==> config.mk <==
export PLATFORM = sky130hd
export DESIGN_NAME = lcd_controller_frame_interrupt_top
export DESIGN_NICKNAME = d
export VERILOG_FILES = /design/src/rtl/lcdfi_pkg.sv /design/src/rtl/lcdfi_divider.sv /design/src/rtl/lcdfi_regs.sv /design/src/rtl/lcd_controller_frame_interrupt_top.sv
export SDC_FILE = /design/constraint.sdc
export NUM_CORES = 2
export LEC_CHECK = 0
export ABC_AREA = 1
export BUFFER_PORTS_ARGS = -buffer_cell sky130_fd_sc_hd__buf_2
export CORE_AREA = 2 2 376 378
export DETAILED_ROUTE_END_ITERATION = 6
export DIE_AREA = 0 0 378 380
export PLACE_DENSITY = 0.65
export RECOVER_POWER = 50
export SETUP_SLACK_MARGIN = 0.2
export SYNTH_ARGS = -nofsm -noshare
export SYNTH_HDL_FRONTEND = slang
export SYNTH_SLANG_ARGS = --single-unit
==> constraint.sdc <==
create_clock -name clock -period 6.6 [get_ports clock]
set_clock_uncertainty 0.15 [all_clocks]
set_input_delay 0.33 -clock clock [delete_from_list [all_inputs] [get_ports clock]]
set_output_delay 0.33 -clock clock [all_outputs]
set_load 0.02 [all_outputs]
==> src/rtl/lcdfi_pkg.sv <==
// shared types, constants and register map of the lcd frame interrupt block
// no dependencies; used by every module under rtl
package lcdfi_pkg;

   localparam int WINDOW_COUNT = 4;
   localparam int WIN_WORDS    = 6;
   localparam int WIN_STRIDE   = 24;
   localparam int WIN_ENTRIES  = WINDOW_COUNT * WIN_WORDS;
   localparam int WIN_SPAN     = WINDOW_COUNT * WIN_STRIDE;
   localparam int WIN_IDX_W    = (WIN_ENTRIES > 1) ? $clog2(WIN_ENTRIES) : 1;
   localparam logic [11:0] WIN_BASE = 12'h058;

   localparam int MISC_COUNT = 5;

   localparam logic [11:0] OFF_START   = 12'h000;
   localparam logic [11:0] OFF_STOP    = 12'h004;
   localparam logic [11:0] OFF_CONTROL = 12'h008;
   localparam logic [11:0] OFF_FIFO    = 12'h00c;
   localparam logic [11:0] OFF_MASK    = 12'h014;
   localparam logic [11:0] OFF_STATUS  = 12'h018;
   localparam logic [11:0] OFF_MISC0   = 12'h01c;
   localparam logic [11:0] OFF_MISC1   = 12'h020;
   localparam logic [11:0] OFF_MISC2   = 12'h024;
   localparam logic [11:0] OFF_MISC3   = 12'h0d4;
   localparam logic [11:0] OFF_MISC4   = 12'h0e8;
   localparam logic [11:0] OFF_GATE    = 12'h200;
   localparam logic [11:0] OFF_HANDOFF = 12'h204;

   localparam logic [7:0] GATE_SEL_MASK    = 8'hc0;
   localparam logic [7:0] GATE_SEL_HANDOFF = 8'h40;

   // 33-bit dividend, one quotient bit per step
   localparam int DIV_STEPS = 33;
   localparam int DIV_CNT_W = $clog2(DIV_STEPS);

   typedef enum logic [1:0] {
      REQ_READ  = 2'd0,
      REQ_WRITE = 2'd1,
      REQ_TICK  = 2'd2,
      REQ_NOP   = 2'd3
   } req_kind_type;

   typedef enum logic {
      CSR_FRAME_PERIOD = 1'b0,
      CSR_HANDOFF      = 1'b1
   } csr_index_type;

   typedef enum logic {
      SEQ_IDLE   = 1'b0,
      SEQ_DIVIDE = 1'b1
   } seq_state_type;

   typedef struct packed {
      logic        en;
      logic [11:0] offset;
      logic [31:0] data;
   } wr_req_type;

   typedef struct packed {
      logic        en;
      logic [31:0] value;
      logic        set_status;
   } acc_upd_type;

   typedef struct packed {
      logic        tick_enable;
      logic [31:0] accumulator;
      logic [31:0] period;
      logic        irq;
   } reg_stat_type;

endpackage

==> src/rtl/lcdfi_divider.sv <==
// iterative restoring remainder unit, one bit per cycle
// depends on lcdfi_pkg
module lcdfi_divider (
   input  logic        clock,
   input  logic        reset,
   input  logic        start,
   input  logic [32:0] dividend,
   input  logic [31:0] divisor,
   output logic        done,
   output logic [31:0] remainder
);

   logic        busy_ff, busy_in;
   logic [lcdfi_pkg::DIV_CNT_W-1:0] cnt_ff, cnt_in;
   logic [32:0] dvd_ff, dvd_in;
   logic [31:0] dsr_ff, dsr_in;
   logic [31:0] rem_ff, rem_in;
   logic [32:0] trial;
   logic [32:0] diff;
   logic        last;

   assign trial = {rem_ff, dvd_ff[32]};
   assign diff  = trial - {1'b0, dsr_ff};
   assign last  = busy_ff && (cnt_ff == lcdfi_pkg::DIV_CNT_W'(lcdfi_pkg::DIV_STEPS - 1));

   always_comb begin
      busy_in = busy_ff;
      cnt_in  = cnt_ff;
      dvd_in  = dvd_ff;
      dsr_in  = dsr_ff;
      rem_in  = rem_ff;
      if (start) begin
         busy_in = 1'b1;
         cnt_in  = '0;
         dvd_in  = dividend;
         dsr_in  = divisor;
         rem_in  = '0;
      end else if (busy_ff) begin
         // partial remainder always stays below the divisor
         rem_in = (trial >= {1'b0, dsr_ff}) ? diff[31:0] : trial[31:0];
         dvd_in = {dvd_ff[31:0], 1'b0};
         cnt_in = cnt_ff + 1'b1;
         if (last) begin
            busy_in = 1'b0;
         end
      end
   end

   always_ff @(posedge clock) begin
      if (reset) begin
         busy_ff <= 1'b0;
         cnt_ff  <= '0;
      end else begin
         busy_ff <= busy_in;
         cnt_ff  <= cnt_in;
      end
      dvd_ff <= dvd_in;
      dsr_ff <= dsr_in;
      rem_ff <= rem_in;
   end

   assign done      = last;
   assign remainder = rem_in;

endmodule

==> src/rtl/lcdfi_regs.sv <==
// register file: address decode, storage, read mux and frame accumulator
// depends on lcdfi_pkg
module lcdfi_regs (
   input  logic                    clock,
   input  logic                    reset,
   input  logic                    csr_we,
   input  logic                    csr_index,
   input  logic [31:0]             csr_wdata,
   input  lcdfi_pkg::wr_req_type   wr,
   input  logic [11:0]             rd_offset,
   input  lcdfi_pkg::acc_upd_type  acc_upd,
   output logic [31:0]             rd_data,
   output lcdfi_pkg::reg_stat_type stat
);

   logic [31:0] period_ff, period_in;
   logic [31:0] handoff_ff, handoff_in;
   logic [31:0] start_ff, start_in;
   logic [31:0] stop_ff, stop_in;
   logic [31:0] control_ff, control_in;
   logic [31:0] fifo_ff, fifo_in;
   logic [31:0] mask_ff, mask_in;
   logic        status_ff, status_in;
   logic [31:0] gate_ff, gate_in;
   logic        scan_ff, scan_in;
   logic [31:0] acc_ff, acc_in;
   logic [31:0] misc_ff [lcdfi_pkg::MISC_COUNT];
   logic [31:0] misc_in [lcdfi_pkg::MISC_COUNT];
   logic [31:0] win_ff  [lcdfi_pkg::WIN_ENTRIES];
   logic [31:0] win_in  [lcdfi_pkg::WIN_ENTRIES];

   logic        wr_misc_hit, rd_misc_hit;
   logic [2:0]  wr_misc_idx, rd_misc_idx;
   logic        wr_win_hit, rd_win_hit;
   logic [lcdfi_pkg::WIN_IDX_W-1:0] wr_win_idx, rd_win_idx;

   function automatic logic [3:0] misc_decode(input logic [11:0] off);
      logic [3:0] r;
      case (off)
         lcdfi_pkg::OFF_MISC0: r = {1'b1, 3'd0};
         lcdfi_pkg::OFF_MISC1: r = {1'b1, 3'd1};
         lcdfi_pkg::OFF_MISC2: r = {1'b1, 3'd2};
         lcdfi_pkg::OFF_MISC3: r = {1'b1, 3'd3};
         lcdfi_pkg::OFF_MISC4: r = {1'b1, 3'd4};
         default:              r = 4'd0;
      endcase
      return r;
   endfunction

   // window k spans WIN_STRIDE bytes; the compare per window picks k
   function automatic logic [lcdfi_pkg::WIN_IDX_W:0] win_decode(input logic [11:0] off);
      logic [11:0] rel;
      logic [11:0] sub;
      logic [lcdfi_pkg::WIN_IDX_W-1:0] base;
      logic hit;
      rel  = off - lcdfi_pkg::WIN_BASE;
      sub  = rel;
      base = '0;
      hit  = 1'b0;
      for (int i = 0; i < lcdfi_pkg::WINDOW_COUNT; i++) begin
         if (rel >= 12'(i * lcdfi_pkg::WIN_STRIDE)) begin
            sub  = rel - 12'(i * lcdfi_pkg::WIN_STRIDE);
            base = lcdfi_pkg::WIN_IDX_W'(i * lcdfi_pkg::WIN_WORDS);
         end
      end
      if ((off >= lcdfi_pkg::WIN_BASE) && (rel < 12'(lcdfi_pkg::WIN_SPAN))
          && (sub[1:0] == 2'b00)) begin
         hit = 1'b1;
      end
      return {hit, base + lcdfi_pkg::WIN_IDX_W'(sub[4:2])};
   endfunction

   always_comb begin
      {wr_misc_hit, wr_misc_idx} = misc_decode(wr.offset);
      {rd_misc_hit, rd_misc_idx} = misc_decode(rd_offset);
      {wr_win_hit, wr_win_idx}   = win_decode(wr.offset);
      {rd_win_hit, rd_win_idx}   = win_decode(rd_offset);
   end

   always_comb begin
      period_in  = period_ff;
      handoff_in = handoff_ff;
      start_in   = start_ff;
      stop_in    = stop_ff;
      control_in = control_ff;
      fifo_in    = fifo_ff;
      mask_in    = mask_ff;
      status_in  = status_ff;
      gate_in    = gate_ff;
      scan_in    = scan_ff;
      acc_in     = acc_ff;
      misc_in    = misc_ff;
      win_in     = win_ff;

      if (csr_we) begin
         case (csr_index)
            lcdfi_pkg::CSR_FRAME_PERIOD: period_in  = csr_wdata;
            lcdfi_pkg::CSR_HANDOFF:      handoff_in = csr_wdata;
            default: ;
         endcase
      end

      if (acc_upd.en) begin
         acc_in = acc_upd.value;
         if (acc_upd.set_status) begin
            status_in = 1'b1;
         end
      end

      if (wr.en) begin
         case (wr.offset)
            lcdfi_pkg::OFF_START: begin
               start_in = wr.data;
               if (wr.data[0]) begin
                  scan_in = 1'b1;
                  acc_in  = '0;
               end
            end
            lcdfi_pkg::OFF_STOP: begin
               stop_in = wr.data;
               if (wr.data[0]) begin
                  scan_in = 1'b0;
               end
            end
            lcdfi_pkg::OFF_CONTROL: control_in = wr.data;
            lcdfi_pkg::OFF_FIFO:    fifo_in    = wr.data;
            lcdfi_pkg::OFF_MASK:    mask_in    = wr.data;
            lcdfi_pkg::OFF_STATUS: begin
               // write 1 to clear
               if (wr.data[0]) begin
                  status_in = 1'b0;
               end
            end
            lcdfi_pkg::OFF_GATE:    gate_in    = wr.data;
            lcdfi_pkg::OFF_HANDOFF: ;
            default: begin
               if (wr_misc_hit) begin
                  misc_in[wr_misc_idx] = wr.data;
               end else if (wr_win_hit) begin
                  win_in[wr_win_idx] = wr.data;
               end
            end
         endcase
      end
   end

   always_ff @(posedge clock) begin
      if (reset) begin
         period_ff  <= '0;
         handoff_ff <= '0;
         start_ff   <= '0;
         stop_ff    <= '0;
         control_ff <= '0;
         fifo_ff    <= '0;
         mask_ff    <= '0;
         status_ff  <= 1'b0;
         gate_ff    <= '0;
         scan_ff    <= 1'b0;
         acc_ff     <= '0;
         for (int i = 0; i < lcdfi_pkg::MISC_COUNT; i++) begin
            misc_ff[i] <= '0;
         end
         for (int i = 0; i < lcdfi_pkg::WIN_ENTRIES; i++) begin
            win_ff[i] <= '0;
         end
      end else begin
         period_ff  <= period_in;
         handoff_ff <= handoff_in;
         start_ff   <= start_in;
         stop_ff    <= stop_in;
         control_ff <= control_in;
         fifo_ff    <= fifo_in;
         mask_ff    <= mask_in;
         status_ff  <= status_in;
         gate_ff    <= gate_in;
         scan_ff    <= scan_in;
         acc_ff     <= acc_in;
         misc_ff    <= misc_in;
         win_ff     <= win_in;
      end
   end

   always_comb begin
      case (rd_offset)
         lcdfi_pkg::OFF_START:   rd_data = start_ff;
         lcdfi_pkg::OFF_STOP:    rd_data = stop_ff;
         lcdfi_pkg::OFF_CONTROL: rd_data = control_ff;
         lcdfi_pkg::OFF_FIFO:    rd_data = fifo_ff;
         lcdfi_pkg::OFF_MASK:    rd_data = mask_ff;
         lcdfi_pkg::OFF_STATUS:  rd_data = {31'd0, status_ff};
         lcdfi_pkg::OFF_GATE:    rd_data = gate_ff;
         lcdfi_pkg::OFF_HANDOFF: begin
            rd_data = ((gate_ff[7:0] & lcdfi_pkg::GATE_SEL_MASK) == lcdfi_pkg::GATE_SEL_HANDOFF)
                      ? handoff_ff : 32'd0;
         end
         default: begin
            if (rd_misc_hit) begin
               rd_data = misc_ff[rd_misc_idx];
            end else if (rd_win_hit) begin
               rd_data = win_ff[rd_win_idx];
            end else begin
               rd_data = 32'd0;
            end
         end
      endcase
   end

   assign stat.tick_enable = scan_ff && control_ff[0] && gate_ff[0] && (period_ff != 32'd0);
   assign stat.accumulator = acc_ff;
   assign stat.period      = period_ff;
   assign stat.irq         = status_ff && mask_ff[0];

endmodule

==> src/rtl/lcd_controller_frame_interrupt_top.sv <==
// top level: item sequencer, result register, register file and remainder unit
// depends on lcdfi_pkg, lcdfi_regs and lcdfi_divider
//
// Register reads and writes, ticks that do not cross a frame boundary and ticks
// while the frame timer is off each have a valid result in the cycle after
// acceptance. A tick that brings the frame accumulator to or past the period
// waits for the remainder unit: the accumulator keeps the remainder of the
// 33-bit sum by the period, which the restoring remainder unit produces one
// bit per cycle; the input is not ready while it runs. One result register
// sits on the output, so a new item is taken in the cycle its predecessor's
// result is taken. irq_line shows latched frame status AND mask bit 0 after
// the item. There is no clearing pass after reset.
module lcd_controller_frame_interrupt_top (
   input  logic        clock,
   input  logic        reset,
   input  logic        req_tvalid,
   output logic        req_tready,
   input  logic [79:0] req_tdata,   // reg_offset[11:0], write_data[43:12], tick_count[75:44]
   input  logic [1:0]  req_tuser,   // req_type[1:0]
   output logic        rsp_tvalid,
   input  logic        rsp_tready,
   output logic [39:0] rsp_tdata,   // read_data[31:0], irq_line[32]
   input  logic        csr_we,
   input  logic        csr_index,
   input  logic [31:0] csr_wdata
);

   lcdfi_pkg::seq_state_type state_ff, state_in;
   lcdfi_pkg::req_kind_type  kind;
   lcdfi_pkg::wr_req_type    wr;
   lcdfi_pkg::acc_upd_type   acc_upd;
   lcdfi_pkg::reg_stat_type  stat;

   logic [11:0] offset;
   logic [31:0] write_data;
   logic [31:0] tick_count;
   logic        accept;
   logic        is_tick;
   logic [32:0] total;
   logic        need_div;
   logic        div_start;
   logic        div_done;
   logic [31:0] div_rem;
   logic [31:0] reg_rd;
   logic        rsp_load;
   logic [31:0] rsp_value;
   logic        rsp_valid_ff, rsp_valid_in;
   logic [31:0] rsp_data_ff, rsp_data_in;

   assign offset     = req_tdata[11:0];
   assign write_data = req_tdata[43:12];
   assign tick_count = req_tdata[75:44];
   assign kind       = lcdfi_pkg::req_kind_type'(req_tuser);

   assign accept   = req_tvalid && req_tready;
   assign is_tick  = (kind == lcdfi_pkg::REQ_TICK) && stat.tick_enable;
   assign total    = {1'b0, stat.accumulator} + {1'b0, tick_count};
   assign need_div = total >= {1'b0, stat.period};

   always_comb begin
      state_in = state_ff;
      case (state_ff)
         lcdfi_pkg::SEQ_IDLE: begin
            if (accept && is_tick && need_div) begin
               state_in = lcdfi_pkg::SEQ_DIVIDE;
            end
         end
         lcdfi_pkg::SEQ_DIVIDE: begin
            if (div_done) begin
               state_in = lcdfi_pkg::SEQ_IDLE;
            end
         end
         default: state_in = lcdfi_pkg::SEQ_IDLE;
      endcase
   end

   always_comb begin
      req_tready    = 1'b0;
      div_start     = 1'b0;
      wr.en         = 1'b0;
      wr.offset     = offset;
      wr.data       = write_data;
      acc_upd.en    = 1'b0;
      acc_upd.value = total[31:0];
      acc_upd.set_status = 1'b0;
      rsp_load      = 1'b0;
      rsp_value     = 32'd0;
      case (state_ff)
         lcdfi_pkg::SEQ_IDLE: begin
            req_tready = !rsp_valid_ff || rsp_tready;
            if (accept) begin
               wr.en = (kind == lcdfi_pkg::REQ_WRITE);
               if (is_tick && need_div) begin
                  div_start = 1'b1;
               end else begin
                  acc_upd.en = is_tick;
                  rsp_load   = 1'b1;
                  rsp_value  = (kind == lcdfi_pkg::REQ_READ) ? reg_rd : 32'd0;
               end
            end
         end
         lcdfi_pkg::SEQ_DIVIDE: begin
            if (div_done) begin
               acc_upd.en         = 1'b1;
               acc_upd.value      = div_rem;
               acc_upd.set_status = 1'b1;
               rsp_load           = 1'b1;
            end
         end
         default: ;
      endcase
   end

   always_comb begin
      rsp_valid_in = rsp_valid_ff;
      rsp_data_in  = rsp_data_ff;
      if (rsp_load) begin
         rsp_valid_in = 1'b1;
         rsp_data_in  = rsp_value;
      end else if (rsp_tready) begin
         rsp_valid_in = 1'b0;
      end
   end

   always_ff @(posedge clock) begin
      if (reset) begin
         state_ff     <= lcdfi_pkg::SEQ_IDLE;
         rsp_valid_ff <= 1'b0;
      end else begin
         state_ff     <= state_in;
         rsp_valid_ff <= rsp_valid_in;
      end
      rsp_data_ff <= rsp_data_in;
   end

   lcdfi_regs u_regs (
      .clock     (clock),
      .reset     (reset),
      .csr_we    (csr_we),
      .csr_index (csr_index),
      .csr_wdata (csr_wdata),
      .wr        (wr),
      .rd_offset (offset),
      .acc_upd   (acc_upd),
      .rd_data   (reg_rd),
      .stat      (stat)
   );

   lcdfi_divider u_divider (
      .clock     (clock),
      .reset     (reset),
      .start     (div_start),
      .dividend  (total),
      .divisor   (stat.period),
      .done      (div_done),
      .remainder (div_rem)
   );

   // state is frozen while a result waits, so irq can be taken live
   assign rsp_tvalid = rsp_valid_ff;
   assign rsp_tdata  = {7'd0, stat.irq, rsp_data_ff};

endmodule
* Word-level counts from Yosys, hierarchy flattened
Index checks and enable logic that the tools add are counted.
** Word-level totals
- Word-level logic and storage cells :: 193
- Bits of input ports :: 120
- Bits in registers :: 1356
- Output and inout port bits :: 42
** Cells by class
- Magnitude comparators :: 11
- Muxes and demuxes :: 63
- Reductions and logical operators :: 37
- Bitwise gates (word level) :: 8
- Eq/ne operators :: 18
- Add/subtract/negate cells :: 8
** Operators by type and width (number)
- 768-bit bitwise mux :: 1
- 32-bit two-way mux :: 16
- 32-bit one-hot mux with 8 select lines :: 1
- 32-bit binary-select mux with 5-bit select :: 1
- 160-bit bitwise mux :: 1
- 32-bit demux with 5-bit select :: 1
- 33-bit two-way mux :: 3
- 32-bit binary-select mux with 3-bit select :: 1
- 32-bit demux with 3-bit select :: 1
- 33-bit by 32-bit greater-or-equal comparator with 1-bit output :: 2
- 12-bit by 5-bit == test with 1-bit output (second input constant) :: 3
- 34-bit two-way mux :: 1
- 32-bit by 32-bit adder with 33-bit output :: 1
- 32-bit nonzero test :: 1
- 32-bit subtractor :: 1
- 1-bit two-way mux :: 25
- 12-bit by 10-bit == test with 1-bit output (second input constant) :: 2
- 12-bit by 4-bit == test with 1-bit output (second input constant) :: 2
- 12-bit by 6-bit == test with 1-bit output (second input constant) :: 2
- 12-bit by 8-bit == test with 1-bit output (second input constant) :: 2
- 12-bit by 7-bit greater-or-equal comparator with 1-bit output (second input constant) :: 2
- 5-bit two-way mux :: 4
- 4-bit one-hot mux with 5 select lines :: 1
- 2-bit AND reduction :: 8
- 34 further kinds :: 62

* Depth between registers and ports, before layout
- Word-level depth :: 16
- Depth in mapped cells :: 31
- Mapped depth without buffers :: 30

* Modules after synthesis
From an unflattened synthesis, not the netlist that was laid out.
** Unflattened totals
- Cell total of the unflattened synthesis :: 10538
- Area total of the unflattened synthesis :: 70060.9 µm²
** Modules (own cells, without submodules)
- lcdfi_regs :: instances 1, cells each 8857, sequential area each 24383.4 µm², area each 58421.0 µm²
- lcdfi_divider :: instances 1, cells each 1013, sequential area each 2732.6 µm², area each 6996.7 µm²
- lcd_controller_frame_interrupt_top :: instances 1, cells each 668, sequential area each 1001.0 µm², area each 4643.2 µm²

* Worst setup path after synthesis
No wires, ideal clock.
- Path type :: input to register
- From :: input req_tdata[44]
- To :: register u_divider.dsr_ff[0], enable pin
- Path buffers :: 2
- Setup time :: 0.409 ns
- Required time :: 6.041 ns
- Arrival :: 4.507 ns
- Setup slack :: 1.534 ns
- Stages :: 25
- Path through :: ha_1 fa_1 nand3_1 nand2_1 a21oi_1 o21ai_0 nand3_1 nand2_1 nand2_1 nand2_1 nand2_1 nand2_1 ha_1 nand2_1 nor4_1 nand2_1 nand2_1 nand2_1 nand2_1 nand2_1 nand2_1 nand2_1 a21boi_0 clkbuf_1 clkbuf_1
** Between the ends
- Word-level cells in the longest chain between the ends :: 6
** RTL lines
- start, declared :: line lcd_controller_frame_interrupt_top.sv:18 : input logic [79:0] req_tdata,
- 32-bit by 32-bit adder with 33-bit output :: line lcd_controller_frame_interrupt_top.sv:57 : assign total = {1'b0, stat.accumulator} + {1'b0, tick_count};
- 33-bit by 32-bit greater-or-equal comparator with 1-bit output :: line lcd_controller_frame_interrupt_top.sv:58 : assign need_div = total >= {1'b0, stat.period};
- 1-bit logical AND :: line lcd_controller_frame_interrupt_top.sv:93 : if (is_tick && need_div) begin
- 1-bit two-way mux :: line lcd_controller_frame_interrupt_top.sv:93
- 1-bit two-way mux :: line lcd_controller_frame_interrupt_top.sv:91 : if (accept) begin
- 1-bit two-way mux :: line lcd_controller_frame_interrupt_top.sv:88 : case (state_ff)
- end signal, assigned :: line lcdfi_divider.sv:58 : dsr_ff <= dsr_in;
- end, declared :: line lcdfi_divider.sv:16 : logic [31:0] dsr_ff, dsr_in;
Every way passes these cells.
A chain may end at the register's enable or synchronous reset.

* Worst setup path after layout
- From :: register rsp_valid_ff, in the netlist rsp_tvalid
- To :: register u_regs.win_ff[576] (netlist bit)
** Between the ends
- Word-level cells in the longest chain between the ends :: 7
** RTL lines
- start, declared :: line lcd_controller_frame_interrupt_top.sv:47 : logic rsp_valid_ff, rsp_valid_in;
- start signal, assigned :: line lcd_controller_frame_interrupt_top.sv:131 : rsp_valid_ff <= rsp_valid_in;
- 1-bit logical NOT :: line lcd_controller_frame_interrupt_top.sv:90 : req_tready = !rsp_valid_ff || rsp_tready;
- 1-bit logical OR :: line lcd_controller_frame_interrupt_top.sv:90
- 1-bit two-way mux :: line lcd_controller_frame_interrupt_top.sv:88
- 1-bit logical AND :: line lcd_controller_frame_interrupt_top.sv:55 : assign accept = req_tvalid && req_tready;
- 1-bit two-way mux :: line lcd_controller_frame_interrupt_top.sv:91
- 1-bit two-way mux :: line lcd_controller_frame_interrupt_top.sv:88
- 4-bit AND reduction (no line)
- end signal, assigned :: line lcdfi_regs.sv:179 : win_ff <= win_in;
- end, declared :: line lcdfi_regs.sv:29 : logic [31:0] win_ff [lcdfi_pkg::WIN_ENTRIES];
Every way passes these cells.

==> impl_results.md <==
- Status: complete, but fails checks
- Violated checks: max-capacitance violations, max-slew violations
- Hold Vio Cnt, Final: 0
- Slew @ Worst Pin: 4.10 ns
- Drt initial violations: 6768
- Port Buffers: 150
- Main synth FF type: dfxtp_1
- Post-Synth Simple-Gate Area: 17.3%
- Layout Utilization: 50.0%
- Largest net degree at the start of global routing: 283
- Setup TNS: 0 ns
- Switching Fraction: roughly 25%
- Final WL: ~220000 um
- Die height: 380 um
- DP Worst Slack: 0.961 ns
- Xor/xnor share of the synthesized area: less than 1%
- Worst-Skew Late Latency: 0.80 ns
- Clock sink count: 1356
- Yosys reg bits: ~1400
- # H-tree levels: 4
- Area share of the largest cell type after synthesis: 40.3%
- Final HPWL DP: 142000 um
- Total CTS buffers: 145
- Peak Freq: ~160 MHz
- Power share of the combinational group: 8.6%
- Peak VDD IR: 211 uV
- Pwr Total: about 19000 uW
- Sequential share of the synthesized area: 45.0%
- Kind of start point of the critical path: flop
- Final Setup Violations: 0
- Cell accounting for the most synthesized area: dfxtp_1
- Cells after synthesis: roughly 8600
- Clock Path Buffers: 3
- Synth async-reset ratio: 0%
- DR vias: 59501
- Final worst-path cycle share: between 90% and 100%
- Post-CTS Hold Fix Bufs: 69
- Commonest non-fill, non-tap cell in the layout: o21ai_0
- Share of post-route cells with drive strength above 1: 6.47%
- Row cnt: roughly 140
- CP Cell Sequence: a21oi_1 > nand2_1 > nor3_1 > inv_1 > nor2_1 > inv_1 > nor2_4 > inv_2 > nor2_4 > clkbuf_2 > o21ai_0 > a21oi_1
- Number of synthesized flops with an enable pin: 97
- Largest family of logic cells by synthesized area: compound AO/OA/AOI/OAI gates
- Post-synthesis mux area share: 0%
- Unrepaired setup endpoints after global routing: false
- Psw: 4730 uW
- Internal power component: 13900 uW
- Core area: roughly 140000 um2
- Setup Buffers After CTS: 0
- Tmin final: between 6 and 7 ns
- DR WL/cell: 21.0 um
- Vias in the first global route: roughly 54000
- Area Overhead vs Synth: 11.4%
- Worst setup slack after layout: approximately 0.45 ns
- Die X-Extent: 378 um
- Slew Viols, Final: between 400 and 500
- Synth Area in Compound Gates: a little over a quarter
- Clock power share: 46.4%
- Worst setup EP type: flop
- Clk root buf: clkbuf_16
- Slowest stage delay, CP: 1.17 ns
- Worst min path class: in -> reg
- MaxCap Viol Count: 8
- Worst Path Class, Setup: reg -> reg
- Placed insts: 10057
- Synth top area cells: dfxtp_1, o21ai_0, a21oi_1
- CTS tree: built
- DIE AREA: 144000 um2
- Initial antenna violation count: 9
- Synth Cell Area: approximately 62000 um2
- Routed vias/inst: 5.72
- Fin cells: 10401
- Arr. time, crit path: 6.68 ns
- Io pins: 162
- Syn_area_per_cell: ~7.3 um2
- Most frequent cells in the layout: o21ai_0, dfxtp_1, a21oi_1, nand2_1, nor2_1
- Post-Synth Adder-Cell Area: 2.13%
- CP required: 7.13 ns
- Gr usage total: ~29%
- Power Dens Cells: 268 nW/um2
- Nets: around 8600
- Drt pass-1 iters: 6
- Post-cts gate resize count: 0
- CP max FO: 64
- DRC: 0
- Routed Antenna Nets: 0
- Routability cong.: 0.971
- Total grt overflow: 0
- Leakage: 0.0280 uW
- Netlist cell types: 59
- Seq pwr share: 44.9%
- Max_slew headroom: -173%
- Ys Warns: 0
- Critical path's slowest cell: clkbuf_2
- Reg clk slew, reported paths: 0.06 ns
- Initial core utilization: 44.9%
- First-pass GRT wire length: 329000 um
## registers in the layout (all words and copies together) (netlist names)
| register | cells |
|---|---|
| u_divider.cnt_ff | 6 |
| u_regs.period_ff | 32 |
| u_regs.status_ff | 1 |
| u_divider.dvd_ff | 33 |
| state_ff | 1 |
| rsp_tvalid | 1 |
| u_regs.gate_ff | 32 |
| u_divider.rem_ff | 32 |
| u_regs.fifo_ff | 32 |
| u_regs.acc_ff | 32 |
| u_regs.win_ff | 768 |
| u_divider.busy_ff | 1 |
| u_divider.dsr_ff | 32 |
| rsp_data_ff | 32 |
| u_regs.control_ff | 32 |
| u_regs.mask_ff | 32 |
| u_regs.misc_ff | 160 |
| u_regs.scan_ff | 1 |
| u_regs.stop_ff | 32 |
| u_regs.handoff_ff | 32 |
| u_regs.start_ff | 32 |
## critical path, delay by kind of cell (launching register included)
family	cells	cell delay, ns
flops	1	0.37
compound gates	3	0.92
buf+inv	4	2.18
simple gates	5	2.34
## worst paths after layout
check	slack (ns)	endpoint	cells after the start	from
worst min register to register	0.29	u_regs.misc_ff[157]	2	u_regs.misc_ff[157]
worst max-delay path	0.45	u_regs.win_ff[576]	12	rsp_tvalid
worst min-delay path	0.04	u_regs.handoff_ff[1]	4	csr_index
worst max register to register	0.45	u_regs.win_ff[576]	12	rsp_tvalid
## cell families after synthesis
logic type | Yosys count
AO/OA/AOI/OAI | 3098
AND/OR/NAND/NOR | 2652
flip-flops | 1356
buffers and inverters | 1350
adder cells (fa/ha/maj) | 105
XOR/XNOR | 48
other | 1
## power by group through the flow
| stage | registers [uW] | clock network, uW | logic (uW) |
|---|---|---|---|
| 2_1_floorplan | 8550 | 0 | 975 |
| 3_3_place_gp | 8550 | 0 | 1530 |
| 3_5_place_dp | 8550 | 0 | 1530 |
| 4_1_cts | 8370 | 8740 | 1570 |
| 5_1_grt | 8370 | 9050 | 1740 |
| 6_report | 8370 | 8650 | 1610 |
## layout make-up
cell class / instances / area (um2)
repair buffers: 327 / 2330
well taps: 1876 / 2350
multi-input cells: 5910 / 29200
fillers: 13632 / 69600
clock buffers: 222 / 4490
clock inverters: 46 / 609
flip-flops and latches: 1356 / 28100
inverters: 657 / 2480
diodes: 7 / 17.5
## routing by layer
layer	track usage (%)	up-vias	wire (um)	share of wire, %
met1	39.2	27989	92000	42
met4	12.2	4	9210	4.2
met5	0	-	20	0.0092
met3	4.56	416	17800	8.2
li1	-	28622	-	-
met2	46.8	2470	99300	45
## cells in the mapped netlist (23+ instances only)
library cell,instances
xor2_1,25
a21oi_1,1175
nor2_1,1103
nor3_1,48
a211oi_1,76
edfxtp_1,97
clkbuf_1,549
clkinv_1,37
ha_1,103
nand3_1,248
o21ai_0,1454
o211ai_1,128
inv_1,598
buf_2,95
a31oi_1,44
dfxtp_1,1259
o21ai_1,37
buf_1,27
o221ai_1,30
o22ai_1,61
nand2_1,1127
xnor2_1,23
nand4_1,55
## through the flow
stage / hold WS [ns] / area [um2]
final: 0.0387 / 69600
after global routing: 0.0593 / 69600
after CTS: 0.00636 / 69700
after detailed placement: 0.283 / 63900
after global placement: 0.278 / 63900
after floorplan: 0.270 / 62500
(Power assumes the default switching activity.)
